$ cat src/rtl/core/tvq_mul.sv
module tvq_mul #(
  parameter int AW = 32,
  parameter int BW = 32
) (
  input  logic             clk,
  input  logic [AW-1:0]    a,
  input  logic [BW-1:0]    b,
  output logic [AW+BW-1:0] p
);

  localparam int AL = (AW + 1) / 2;
  localparam int AH = AW - AL;
  localparam int BL = (BW + 1) / 2;
  localparam int BH = BW - BL;
  localparam int PW = AW + BW;

  logic [AL+BL-1:0] ll_r, ll_nxt;
  logic [AL+BH-1:0] lh_r, lh_nxt;
  logic [AH+BL-1:0] hl_r, hl_nxt;
  logic [AH+BH-1:0] hh_r, hh_nxt;
  logic [PW-1:0]    p_r, p_nxt;

  always_comb begin
    ll_nxt = a[AL-1:0] * b[BL-1:0];
    lh_nxt = a[AL-1:0] * b[BW-1:BL];
    hl_nxt = a[AW-1:AL] * b[BL-1:0];
    hh_nxt = a[AW-1:AL] * b[BW-1:BL];
  end

  always_comb begin
    p_nxt = PW'(ll_r) + (PW'(lh_r) << BL) + (PW'(hl_r) << AL) + (PW'(hh_r) << (AL + BL));
  end

  always_ff @(posedge clk) begin
    ll_r <= ll_nxt;
    lh_r <= lh_nxt;
    hl_r <= hl_nxt;
    hh_r <= hh_nxt;
    p_r  <= p_nxt;
  end

  assign p = p_r;

endmodule

$ cat config.mk
export PLATFORM = sky130hd
export DESIGN_NAME = tvq_mul
export DESIGN_NICKNAME = d
export VERILOG_FILES = /design/src/rtl/core/tvq_mul.sv
export SDC_FILE = /design/constraint.sdc
export NUM_CORES = 2
export LEC_CHECK = 0
export BUFFER_PORTS_ARGS = -buffer_cell sky130_fd_sc_hd__buf_2
export CAP_MARGIN = 10
export CORE_MARGIN = 2
export CORE_UTILIZATION = 65
export DETAILED_ROUTE_END_ITERATION = 8
export GPL_TIMING_DRIVEN = 0
export PLACE_DENSITY_LB_ADDON = 0.08
export SLEW_MARGIN = 20
export SYNTH_ARGS = -nofsm -noshare
export SYNTH_HDL_FRONTEND = slang
export SYNTH_SLANG_ARGS = --single-unit
$ cat constraint.sdc
create_clock -name clk -period 10.4 [get_ports clk]
set_input_delay 1.56 -clock clk [delete_from_list [all_inputs] [get_ports clk]]
set_output_delay 1.56 -clock clk [all_outputs]
set_load 0.02 [all_outputs]
== Word level (Yosys, flattened, before mapping) ==
Cells that the tools add are included.

* Register bits after elaboration: 192
* Input bits: 65
* Output and inout bits: 64
* Logic and storage cells: 12

* Add/subtract/negate cells: 3
* Multipliers: 4

{| class="wikitable"
|+ Operator list
! cell !! number
|-
| 16-bit by 16-bit multiplier with 32-bit output || 4
|-
| 50-bit by 64-bit adder with 64-bit output || 1
|-
| 49-bit by 48-bit adder with 50-bit output || 1
|-
| 32-bit by 48-bit adder with 49-bit output || 1
|}

== Longest topological paths before layout ==
* Depth after elaboration: 3
* Depth in mapped cells: 24
* Depth with buffers taken out: 23

== Worst setup path before layout ==
OpenSTA, ideal clock, no wires.

* Kind: input to register
* From: in a[23]
* To: reg hl_r[30]
* Setup time: 123 ps
* Arrival: 7,188 ps
* Required time: 10,277 ps
* Slack: 3,089 ps
* Stages: 24
* Path buffers: 1
* Cell sequence: clkbuf_1 -> nand2_1 -> fa_1 -> inv_1 -> fa_1 -> inv_1 -> fa_1 -> inv_1 -> fa_1 -> fa_1 -> inv_1 -> fa_1 -> inv_1 -> ha_1 -> a21o_1 -> a21oi_1 -> o221ai_1 -> a21o_1 -> a21oi_1 -> o21ai_1 -> a2111o_1 -> a31oi_1 -> o21ai_1 -> xor2_1

* Longest elaborated chain between the ends: 1

{| class="wikitable"
|+ RTL lines
! what !! line !! text
|-
| from (decl) || 6 || <nowiki>input logic [AW-1:0] a,</nowiki>
|-
| 16-bit by 16-bit multiplier with 32-bit output || 26 || <nowiki>hl_nxt = a[AW-1:AL] * b[BL-1:0];</nowiki>
|-
| via hl_nxt[30] || 19 || <nowiki>logic [AH+BL-1:0] hl_r, hl_nxt;</nowiki>
|-
| to (signal assigned) || 37 || <nowiki>hl_r <= hl_nxt;</nowiki>
|-
| to (decl) || 19 ||
|}

The timed path passes the listed nets, and every way through them passes these cells.

== Final worst setup path ==
* From: in a[8]
* To: reg ll_r[30]

* Longest elaborated chain between the ends: 1

{| class="wikitable"
|+ RTL lines
! what !! line !! text
|-
| 16-bit by 16-bit multiplier with 32-bit output || 24 || <nowiki>ll_nxt = a[AL-1:0] * b[BL-1:0];</nowiki>
|-
| via ll_nxt[30] || 17 || <nowiki>logic [AL+BL-1:0] ll_r, ll_nxt;</nowiki>
|-
| to (signal assigned) || 35 || <nowiki>ll_r <= ll_nxt;</nowiki>
|-
| to (decl) || 17 ||
|}

The timed path passes the listed nets, and every way through them passes these cells.

==> impl_metrics.py <==
metrics = {
    "timing": {
        "period_needed_ns": 8.86,
        "fmax_mhz": 113,
        "timing.final.crit_share_pct": 85.2,
        "setup-tns-final_ns": 0,
        "setup_viol": 0,
        "rsz0062_at_grt": "no",
        "worst_slew_pin_slew_ns": 1.22,
        "slew_viol_final": 0,
        "slew_headroom_pct": 18.3,
        "fin_ws_ns": 1.54,
        "skew_ns": 0.0355,
        "hold_violations": 0,
    },
    "setup_path": {
        "crit_path_end": "ll_r[30]",
        "critical_path_required_ns": 10.76,
        "crit_type": "in2reg",
        "crit_fanout": 10,
        "startpoint": "a[8]",
        "rr_startpoint": "ll_r[17]",
        "rrSetupSlack_ns": 6.23,
        "reg2reg_to": "p[61]",
        "cp.arrival_ns": 9.22,
        "cp-end-kind": "flop",
        "critPathLaunchType": "input port",
        "rr_worst_depth": 14,
    },
    "cts": {
        "cts_root_buffer": "clkbuf_16",
        "hold_buffers": 0,
        "numClockSinks": 192,
        "cts_tree": "yes",
        "cts.htree.levels": 4,
        "numCtsBuffers": 17,
        "clk_pin_slew_ns": 0.08,
        "post_cts_buffers": 0,
        "post_cts_resized": 0,
        "clock_latency_ns": 0.52,
        "clockBufferDepth": 2,
    },
    "placement": {
        "dp_hpwl_mm": 101,
        "dp_slack_ns": 1.35,
        "port_buffers": 128,
        "gp_congestion": 1.02,
    },
    "worst_hold_path": {
        "worstHoldStart": "ll_r[4]",
        "min_path_type": "reg2reg",
    },
    "logic_synthesis": {
        "synth.top_cells.by_count": "inv_1, fa_1, nand2_1",
        "synth_top_area_share_pct": 40.4,
        "synth-seq-cells": 192,
        "ys.flop_type": "dfxtp_1",
        "yosysWarnings": 0,
        "synth_area_leader_cell": "fa_1",
        "ys_seq_area_share_pct": 9.58,
        "synth-async-reset-ratio_pct": 0,
        "synth_area_sq_um": 40100,
        "synth-edff-count": 0,
        "synth_most_common_cell": "inv_1",
        "syn_nets": 5756,
        "synth_area_leaders": "fa_1, ha_1, dfxtp_1",
        "ys_types": 67,
        "syn_area_per_cell_sq_um": 9.05,
        "synthCells": 4434,
    },
    "detailed_routing": {
        "via_per_inst": 5.80,
        "routed_wl_mm": 124,
        "vias": 31300,
        "drt-pass1-iter-count": 9,
        "remaining_drc_errors": 0,
        "drtIter0Drc": 3034,
        "wl_per_cell_microns": 22.9,
        "postRouteAntennaNets": 0,
    },
    "final_layout": {
        "drive_gt1_share_pct": 3.90,
        "nNetsFinal": 5903,
        "syn2layout_area_growth_pct": 5.63,
    },
    "grt": {
        "grt_max_degree": 22,
        "overflow": 0,
        "met1_usage_pct": 51.1,
        "antenna_found_initial": 27,
        "grt_pass1_wl_mm": 190,
        "grt_usage_pct": 40.9,
        "grt_pass1_vias": 32300,
        "grtUsageMet3_pct": 13.2,
        "grt_busiest_layer": "met2",
        "use_met2_pct": 62.0,
    },
    "run_status": {
        "outcome": "finished clean",
    },
    "floorplanning": {
        "die_x_microns": 252,
        "io-pin-count": 129,
        "initial_utilization_pct": 65.4,
        "dieArea_sq_um": 63700,
        "die_h_microns": 252,
        "core_area_sq_um": 61400,
        "num_rows": 91,
    },
    "flow_run": {
        "cap_viol_max_count": 0,
    },
}
## logic make-up after synthesis
logic type / after synthesis / share of synthesized area, %
buffers and inverters: 1151 / 10.8
and+or+nand+nor: 1316 / 16.0
DFF: 192 / 9.58
xor gates and xnor gates: 155 / 3.38
AOI/OAI and AO/OA: 363 / 5.83
adders and majority gates: 1257 / 54.4
## through the flow
step / cells / util [%] / hold slack (ns) / instance area, sq um
after CTS: 5384 / 69.0 / 0.333 / 42300
final: 5390 / 69.0 / 0.332 / 42400
after global placement: 5352 / 68.0 / 0.310 / 41700
after floorplan: 4434 / - / 0.310 / 40100
after global routing: 5387 / 69.0 / 0.333 / 42400
after detailed placement: 5352 / 68.0 / 0.313 / 41700
## metal layers
layer,up-vias,wire length (microns)
met3,466,14900
met2,1699,53700
li1,13600,-
met5,-,163
met1,15500,45800
met4,24,9040
## cell type report
cell class	count	area, sq um
clock inverters	14	175
clock buffers	18	439
repair buffers	128	641
fillers	5082	19000
plain buffers	204	773
multi-input cells	3091	31900
well taps	790	988
flip-flops and latches	192	3840
diodes	6	15.0
inverters	947	3550
## how the worst min path moves through the flow
stage | depth (start not counted) | slack (ns) | end
2_1_floorplan | 0 | 0.31 | p[0]
3_3_place_gp | 0 | 0.31 | p[9]
3_5_place_dp | 0 | 0.31 | p[12]
4_1_cts | 0 | 0.33 | p[4]
5_1_grt | 0 | 0.33 | p[8]
6_report | 0 | 0.33 | p[4]
## placed cells by master, fill, tap and decap left out, types with 13 or more instances in the layout
| cell | count |
|---|---|
| nand4_1 | 19 |
| nand3_1 | 32 |
| o21a_1 | 17 |
| fa_1 | 809 |
| clkbuf_16 | 17 |
| dfxtp_1 | 192 |
| o21bai_1 | 13 |
| nor2b_1 | 13 |
| ha_1 | 448 |
| nor3_1 | 14 |
| a21o_1 | 82 |
| a21oi_1 | 124 |
| a31oi_1 | 13 |
| nand2b_1 | 17 |
| nand2_1 | 631 |
| nor2_1 | 76 |
| xnor2_1 | 97 |
| o21ai_0 | 54 |
| xor2_1 | 58 |
| and3_1 | 15 |
| buf_2 | 128 |
| inv_1 | 947 |
| and2_1 | 473 |
| clkbuf_1 | 203 |
## worst max-delay path, stage by stage
cell and delay [ns]:
buf_2 0.25, clkbuf_1 0.75, nand2_1 0.16, fa_1 0.49
fa_1 0.59, fa_1 0.46, fa_1 0.55, inv_1 0.05
fa_1 0.47, inv_1 0.05, fa_1 0.48, inv_1 0.04
ha_1 0.34, a21oi_1 0.19, o21ai_0 0.12, a221oi_1 0.97
a21boi_0 0.39, o21ai_0 0.41, nand3_1 0.20, a31oi_1 0.23
o21bai_1 0.10, xor2_1 0.35
## registers in the layout (all words and copies together) (netlist names)
register and cells:
p 64, hl_r 32, lh_r 32, hh_r 32, ll_r 32
Power is left out: the tool's default activity adds up to more than one toggle a clock period on the data nets, which glitch-free logic cannot reach.
