<file path="src/rtl/core/tvq_pkg.sv">
package tvq_pkg;

  localparam int COORD_BITS = 16;
  localparam int FRAC_BITS  = 23;
  localparam int QUAL_BITS  = 24;
  localparam logic [QUAL_BITS-1:0] QUAL_MAX = {QUAL_BITS{1'b1}};

  // stages ahead of the divider, excluding the output register
  localparam int FRONT_STAGES = 12;

  typedef struct packed {
    logic vld;
    logic degen;
  } tvq_ctl_t;

endpackage

</file>
<file path="src/rtl/core/tvq_div.sv">
module tvq_div #(
  parameter int NW   = 64,
  parameter int DENW = 48,
  parameter int QB   = 18
) (
  input  logic             clk,
  input  logic             rst_n,
  input  logic [NW-1:0]    num_i,
  input  logic [DENW-1:0]  den_i,
  input  tvq_pkg::tvq_ctl_t ctl_i,
  output logic [QB-1:0]    q_o,
  output tvq_pkg::tvq_ctl_t ctl_o
);

  localparam int RW = (NW > DENW + QB) ? NW : DENW + QB;

  logic [RW-1:0]     rin_c   [0:QB-1];
  logic [DENW-1:0]   din_c   [0:QB-1];
  logic [QB-1:0]     qin_c   [0:QB-1];
  tvq_pkg::tvq_ctl_t cin_c   [0:QB-1];
  logic [RW-1:0]     rem_nxt [0:QB-1];
  logic [QB-1:0]     q_nxt   [0:QB-1];
  logic [RW-1:0]     rem_r   [0:QB-1];
  logic [DENW-1:0]   den_r   [0:QB-1];
  logic [QB-1:0]     q_r     [0:QB-1];
  tvq_pkg::tvq_ctl_t ctl_r   [0:QB-1];

  always_comb begin
    logic [RW-1:0] trial;
    logic          ge;
    for (int g = 0; g < QB; g++) begin
      if (g == 0) begin
        rin_c[g] = RW'(num_i);
        din_c[g] = den_i;
        qin_c[g] = '0;
        cin_c[g] = ctl_i;
      end else begin
        rin_c[g] = rem_r[g-1];
        din_c[g] = den_r[g-1];
        qin_c[g] = q_r[g-1];
        cin_c[g] = ctl_r[g-1];
      end
    end
    // one quotient bit per stage, msb first
    for (int g = 0; g < QB; g++) begin
      trial      = RW'(din_c[g]) << (QB - 1 - g);
      ge         = (rin_c[g] >= trial);
      rem_nxt[g] = ge ? (rin_c[g] - trial) : rin_c[g];
      q_nxt[g]   = (qin_c[g] << 1) | QB'(ge);
    end
  end

  always_ff @(posedge clk) begin
    for (int g = 0; g < QB; g++) begin
      rem_r[g] <= rem_nxt[g];
      den_r[g] <= din_c[g];
      q_r[g]   <= q_nxt[g];
      if (!rst_n) begin
        ctl_r[g] <= '0;
      end else begin
        ctl_r[g] <= cin_c[g];
      end
    end
  end

  assign q_o   = q_r[QB-1];
  assign ctl_o = ctl_r[QB-1];

endmodule

</file>
<file path="config.mk">
export PLATFORM = sky130hd
export DESIGN_NAME = tvq_div
export DESIGN_NICKNAME = d
export VERILOG_FILES = /design/src/rtl/core/tvq_pkg.sv /design/src/rtl/core/tvq_div.sv
export SDC_FILE = /design/constraint.sdc
export NUM_CORES = 2
export LEC_CHECK = 0
export BUFFER_PORTS_ARGS = -buffer_cell sky130_fd_sc_hd__buf_2
export CAP_MARGIN = 10
export CORE_MARGIN = 5
export CORE_UTILIZATION = 35
export DETAILED_ROUTE_END_ITERATION = 16
export PLACE_DENSITY = 0.53
export SETUP_SLACK_MARGIN = 0.5
export SLEW_MARGIN = 30
export SYNTH_ARGS = -nofsm -noshare
export SYNTH_HDL_FRONTEND = slang
export SYNTH_SLANG_ARGS = --single-unit
</file>
<file path="constraint.sdc">
create_clock -name clk -period 4.51 [get_ports clk]
set_clock_uncertainty 0.05 [all_clocks]
set_input_delay 0.451 -clock clk [delete_from_list [all_inputs] [get_ports clk]]
set_output_delay 0.451 -clock clk [all_outputs]
set_load 0.02 [all_outputs]
</file>
== Yosys cells after proc, flatten, opt, wreduce, memory -nomap -nowiden ==
Memory sizes are Yosys's and may differ from the RTL's.
Cells that the tools add are included.

* Bitwise operators: 35
* Mux-type cells: 38
* Add/sub/neg operators: 18
* Order comparisons: 18

{| class="wikitable"
|+ Operator list
! cell !! count
|-
| 2-to-1 mux 66 bit || 18
|-
| bitwise OR 18 x 1 -> 18 bit || 17
|-
| >= comparator 66 x 48 -> 1 bit || 1
|-
| >= comparator 66 x 49 -> 1 bit || 1
|-
| >= comparator 66 x 50 -> 1 bit || 1
|-
| >= comparator 66 x 51 -> 1 bit || 1
|-
| >= comparator 66 x 52 -> 1 bit || 1
|-
| >= comparator 66 x 53 -> 1 bit || 1
|-
| >= comparator 66 x 54 -> 1 bit || 1
|-
| >= comparator 66 x 55 -> 1 bit || 1
|-
| >= comparator 66 x 56 -> 1 bit || 1
|-
| >= comparator 66 x 57 -> 1 bit || 1
|-
| >= comparator 66 x 58 -> 1 bit || 1
|-
| >= comparator 66 x 59 -> 1 bit || 1
|-
| >= comparator 66 x 60 -> 1 bit || 1
|-
| >= comparator 66 x 61 -> 1 bit || 1
|-
| >= comparator 66 x 62 -> 1 bit || 1
|-
| >= comparator 66 x 63 -> 1 bit || 1
|-
| >= comparator 66 x 64 -> 1 bit || 1
|-
| subtractor 64 x 65 -> 66 bit || 1
|-
| subtractor 66 x 48 -> 66 bit || 1
|-
| subtractor 66 x 49 -> 66 bit || 1
|-
| subtractor 66 x 50 -> 66 bit || 1
|-
| subtractor 66 x 51 -> 66 bit || 1
|-
| 17 further kinds || 52
|}

* Bits in writable memories: 2412
* Logic and storage cells: 113
* Memories: 4
* Register bits after elaboration: 0

{| class="wikitable"
|+ Memory list
! name !! words !! bits a word !! read ports !! clocked after memory_dff !! wr ports !! line !! source
|-
| rem_r || 18 || 66 || 17 || 0 || 18 || tvq_div.sv:23 || <nowiki>logic [RW-1:0] rem_r [0:QB-1];</nowiki>
|-
| den_r || 18 || 48 || 17 || 0 || 18 || tvq_div.sv:24 || <nowiki>logic [DENW-1:0] den_r [0:QB-1];</nowiki>
|-
| q_r || 18 || 18 || 18 || 0 || 18 || tvq_div.sv:25 || <nowiki>logic [QB-1:0] q_r [0:QB-1];</nowiki>
|-
| ctl_r || 18 || 2 || 18 || 0 || 18 || tvq_div.sv:26 || <nowiki>tvq_pkg::tvq_ctl_t ctl_r [0:QB-1];</nowiki>
|}

== Longest topological paths before layout ==
An unclocked memory read counts as a cell.

* Word-level depth: 3
* Depth in mapped cells: 17

== Worst setup path after synthesis ==
No wires, ideal clock.

* Path type: register to register
* Start: mem rem_r[14][2] in the netlist's numbering
* End: mem rem_r[15][17] in the netlist's numbering
* Stages on the path, launching flop included: 18
* Clock period less this slack: 3.472 ns
* Slack: 1.038 ns
* Path buffers: 1
* Arrival: 3.290 ns
* Cells stage by stage: dfxtp_1 inv_1 ha_1 inv_1 fa_1 a21o_1 a21oi_1 o21ai_1 a41oi_2 a31oi_1 a221oi_2 a21oi_2 a21o_1 a41oi_4 inv_2 clkbuf_1 nor2_1 a21oi_1

{| class="wikitable"
|+ RTL lines
! element !! line
|-
| start: declaration || tvq_div.sv:23
|}

==> metrics.cfg <==
[status]
status=finished clean

[setup_path]
criticalPathCategory=reg2reg
cpMaxStageDelayCell=dfxtp_1
start_kind=register
path_cells=inv_1 > ha_1 > nand3_1 > o221ai_2 > a311oi_4 > a211oi_2 > o311a_1 > a21o_1 > a41oi_2 > a21oi_4 > a21oi_4 > buf_4 > nor4_2 > and3_1 > xor2_1
arrival_ps=4730
cpPeakStageDelay_ps=360
path_common_cell=a21oi_4
crit_buf_inv=2
worstPathRequired_ps=5240
critPathMaxFanout=5
crit-reg2reg-launch=den_r[15][3]
worstSetupStartpoint=den_r[15][3]
cpLargestDelayFamily=compound AO/OA/AOI/OAI gates
end_kind=register

[sta]
worst_slew_pin_slew_ps=844.6
rsz0062_at_grt=yes
period_share_pct=88.64
slew_violations=0
fmax_mhz=250.1
hold_viol_final=0
worst_hold_slack_ps=133.2
setup_viol=0
finalSetupTns_ps=0
fin_crit_ps=3998
slew_headroom_pct=42.90

[die]
die_h_um=558.3
die_x_um=558.3
ios=136
start_util_pct=35.13
rows=201
core-area_um2=299500
die-area_um2=311700

[detailed_routing]
drtIter0Drc=4701
drc=0
ant_nets=0
first_pass_iters=6
wire_per_inst_um=16.68
finalWirelength_um=278900
vias=82265
viasPerCell=4.920

[power]
p_comb_share_pct=47.1
p_per_area_nw_per_um2=752.6
sequentialPowerShare_pct=30.5
power_frac_clock_pct=22.4
power.internal_w=0.05601
p_switching_w=0.03611
swShare_pct=39.20
ir_drop_v=0.0003450
p_leak_nw=54.81

[clocking]
clkLatencyLatePin_ps=910
root_buffer=clkbuf_16
htreeDepth=4
clkSlewWorstSetupHoldPaths_ps=60
clock-sinks=2145
numCtsBuffers=242
clock_path_buffers=4
cts_tree=yes

[logic_synthesis]
synth_top_area_share_pct=40.81
synthArstFlopShare_pct=0
synth_warnings=0
ys_ff_latch=2145
synthesis.nets=13160
synth.distinct_cells=113
synthesis.area_um2=105200
synth_flop_cell=dfxtp_1
synth_top_area_cell=dfxtp_1
synth.area.top_cells=dfxtp_1 41%, ha_1 10%, a21oi_1 5.3%
avgSynthCellArea_um2=8.651
yosysSeqAreaShare_pct=40.81
synth_edf_count=0
syn_inst=12164

[cells_and_area]
area_growth_pct=16.31
regArea_um2=42950
drive_gt1_share_pct=9.005
fin_cells=16720
final_common_cell=dfxtp_1
nets=13559
multi_input_area_um2=57340
fin_util_pct=40.86
fillers=30149
final_cell_mix=2,140 x dfxtp_1, 1,126 x nand2_1, 1,110 x inv_1

[place]
place_congestion=0.9463
place_inst=16110
port_buffers=135
dp_hpwl_um=221600

[min_path]
hp-class=in2reg
hp-start=den_i[8]

[grt]
globalRouteTotalUtil_pct=17.26
grt_pass1_vias=83015
antenna_found_initial=2
grt_max_degree=97
grt_pass1_wl_um=439800
grt_overflow=0

[flow_run]
maxCapViolations=0

==> flip-flops by register name (all words and copies together) (netlist names) <==
register	flops
rem_r	1122
den_r	816
q_r	171
ctl_r	36
==> layout make-up <==
class	count	share of cell area [%]
tap	3958	4.046
clock inverter	102	1.250
timing repair buffer	547	3.627
antenna	3	0.006134
inverter	1115	3.422
clock buffer	338	5.710
multi-input combinational	8512	46.85
sequential	2145	35.09
==> logic make-up after synthesis <==
family          count (synthesis)  synth area share (%)
compound gates               3418                 20.07
xor+xnor                      872                 7.258
fa+ha+maj                     880                 10.58
buf+inv                      1507                 5.562
flops                        2145                 40.81
mux                            80                0.8561
simple gates                 3262                 14.86
==> synthesized netlist by cell type, drive strengths merged (18+ instances only) <==
cell type  count
and2          98
o211ai        49
o41ai         21
a211o         21
o21ai        949
nor4         105
or3           42
a31o          20
xor2         389
ha           863
a221oi        23
and3          91
nor2b        119
nor4b         20
o21bai       133
o31ai         66
a31oi        100
xnor2        483
a211oi        84
dfxtp       2145
a21o         491
a2111oi       27
or2           25
inv         1115
mux2          71
nand3b        19
nand2       1129
nor2         735
nand2b       127
a221o         18
a21boi        31
buf          118
nand3        223
o31a          23
clkbuf       274
a41oi         19
a21oi       1120
or4           34
nor3b         21
nor3         199
o21a          96
nand4        209
and4          23
==> final timing paths <==
| path | cells past startpoint | endpoint | slack (ps) |
|---|---|---|---|
| hold / removal | 2 | den_r[0][8] | 130 |
| setup / recovery | 15 | rem_r[16][63] | 510 |
| setup reg to reg | 15 | rem_r[16][63] | 510 |
| hold reg to reg | 0 | q_r[16][9] | 270 |
==> per-stage QoR <==
step | instance area [um^2] | setup WS, ps | power [W]
6_report | 122400 | 512.2 | 0.09212
5_1_grt | 122400 | 463.4 | 0.09928
4_1_cts | 121300 | 440.9 | 0.09193
3_5_place_dp | 111400 | 269.4 | 0.07059
3_3_place_gp | 111400 | 266.1 | 0.07071
2_1_floorplan | 105200 | 1038 | 0.05937
==> metal layers <==
layer / wire, um / vias up / GRT usage (%) / share of wire, %
met2: 134800 / 1627 / 31.03 / 48
met1: 117000 / 36815 / 19.76 / 42
met5: 0 / - / 0 / 0
met4: 18610 / 0 / 9.973 / 6.7
li1: - / 43122 / - / -
met3: 8557 / 701 / 1.927 / 3.1
==> power by group through the flow <==
stage	combinational (W)	sequential, W	clock (W)
after detailed placement	0.0421	0.0284	0
after global placement	0.0421	0.0286	0
final	0.0434	0.0281	0.0206
after CTS	0.0426	0.0281	0.0213
after global routing	0.0485	0.0287	0.0221
after floorplan	0.0325	0.0269	0
==> repair_timing <==
| action | CTS | global route |
|---|---|---|
| hold endpoints to repair | 150 | 0 |
| setup endpoints to repair | 289 | 371 |
| hold buffers | 117 | 0 |
| setup buffers | 2 | 43 |
| resized for setup | 31 | 146 |
| pin swaps | 9 | 38 |
| cloned | 0 | 5 |
(Power assumes the default switching activity.)
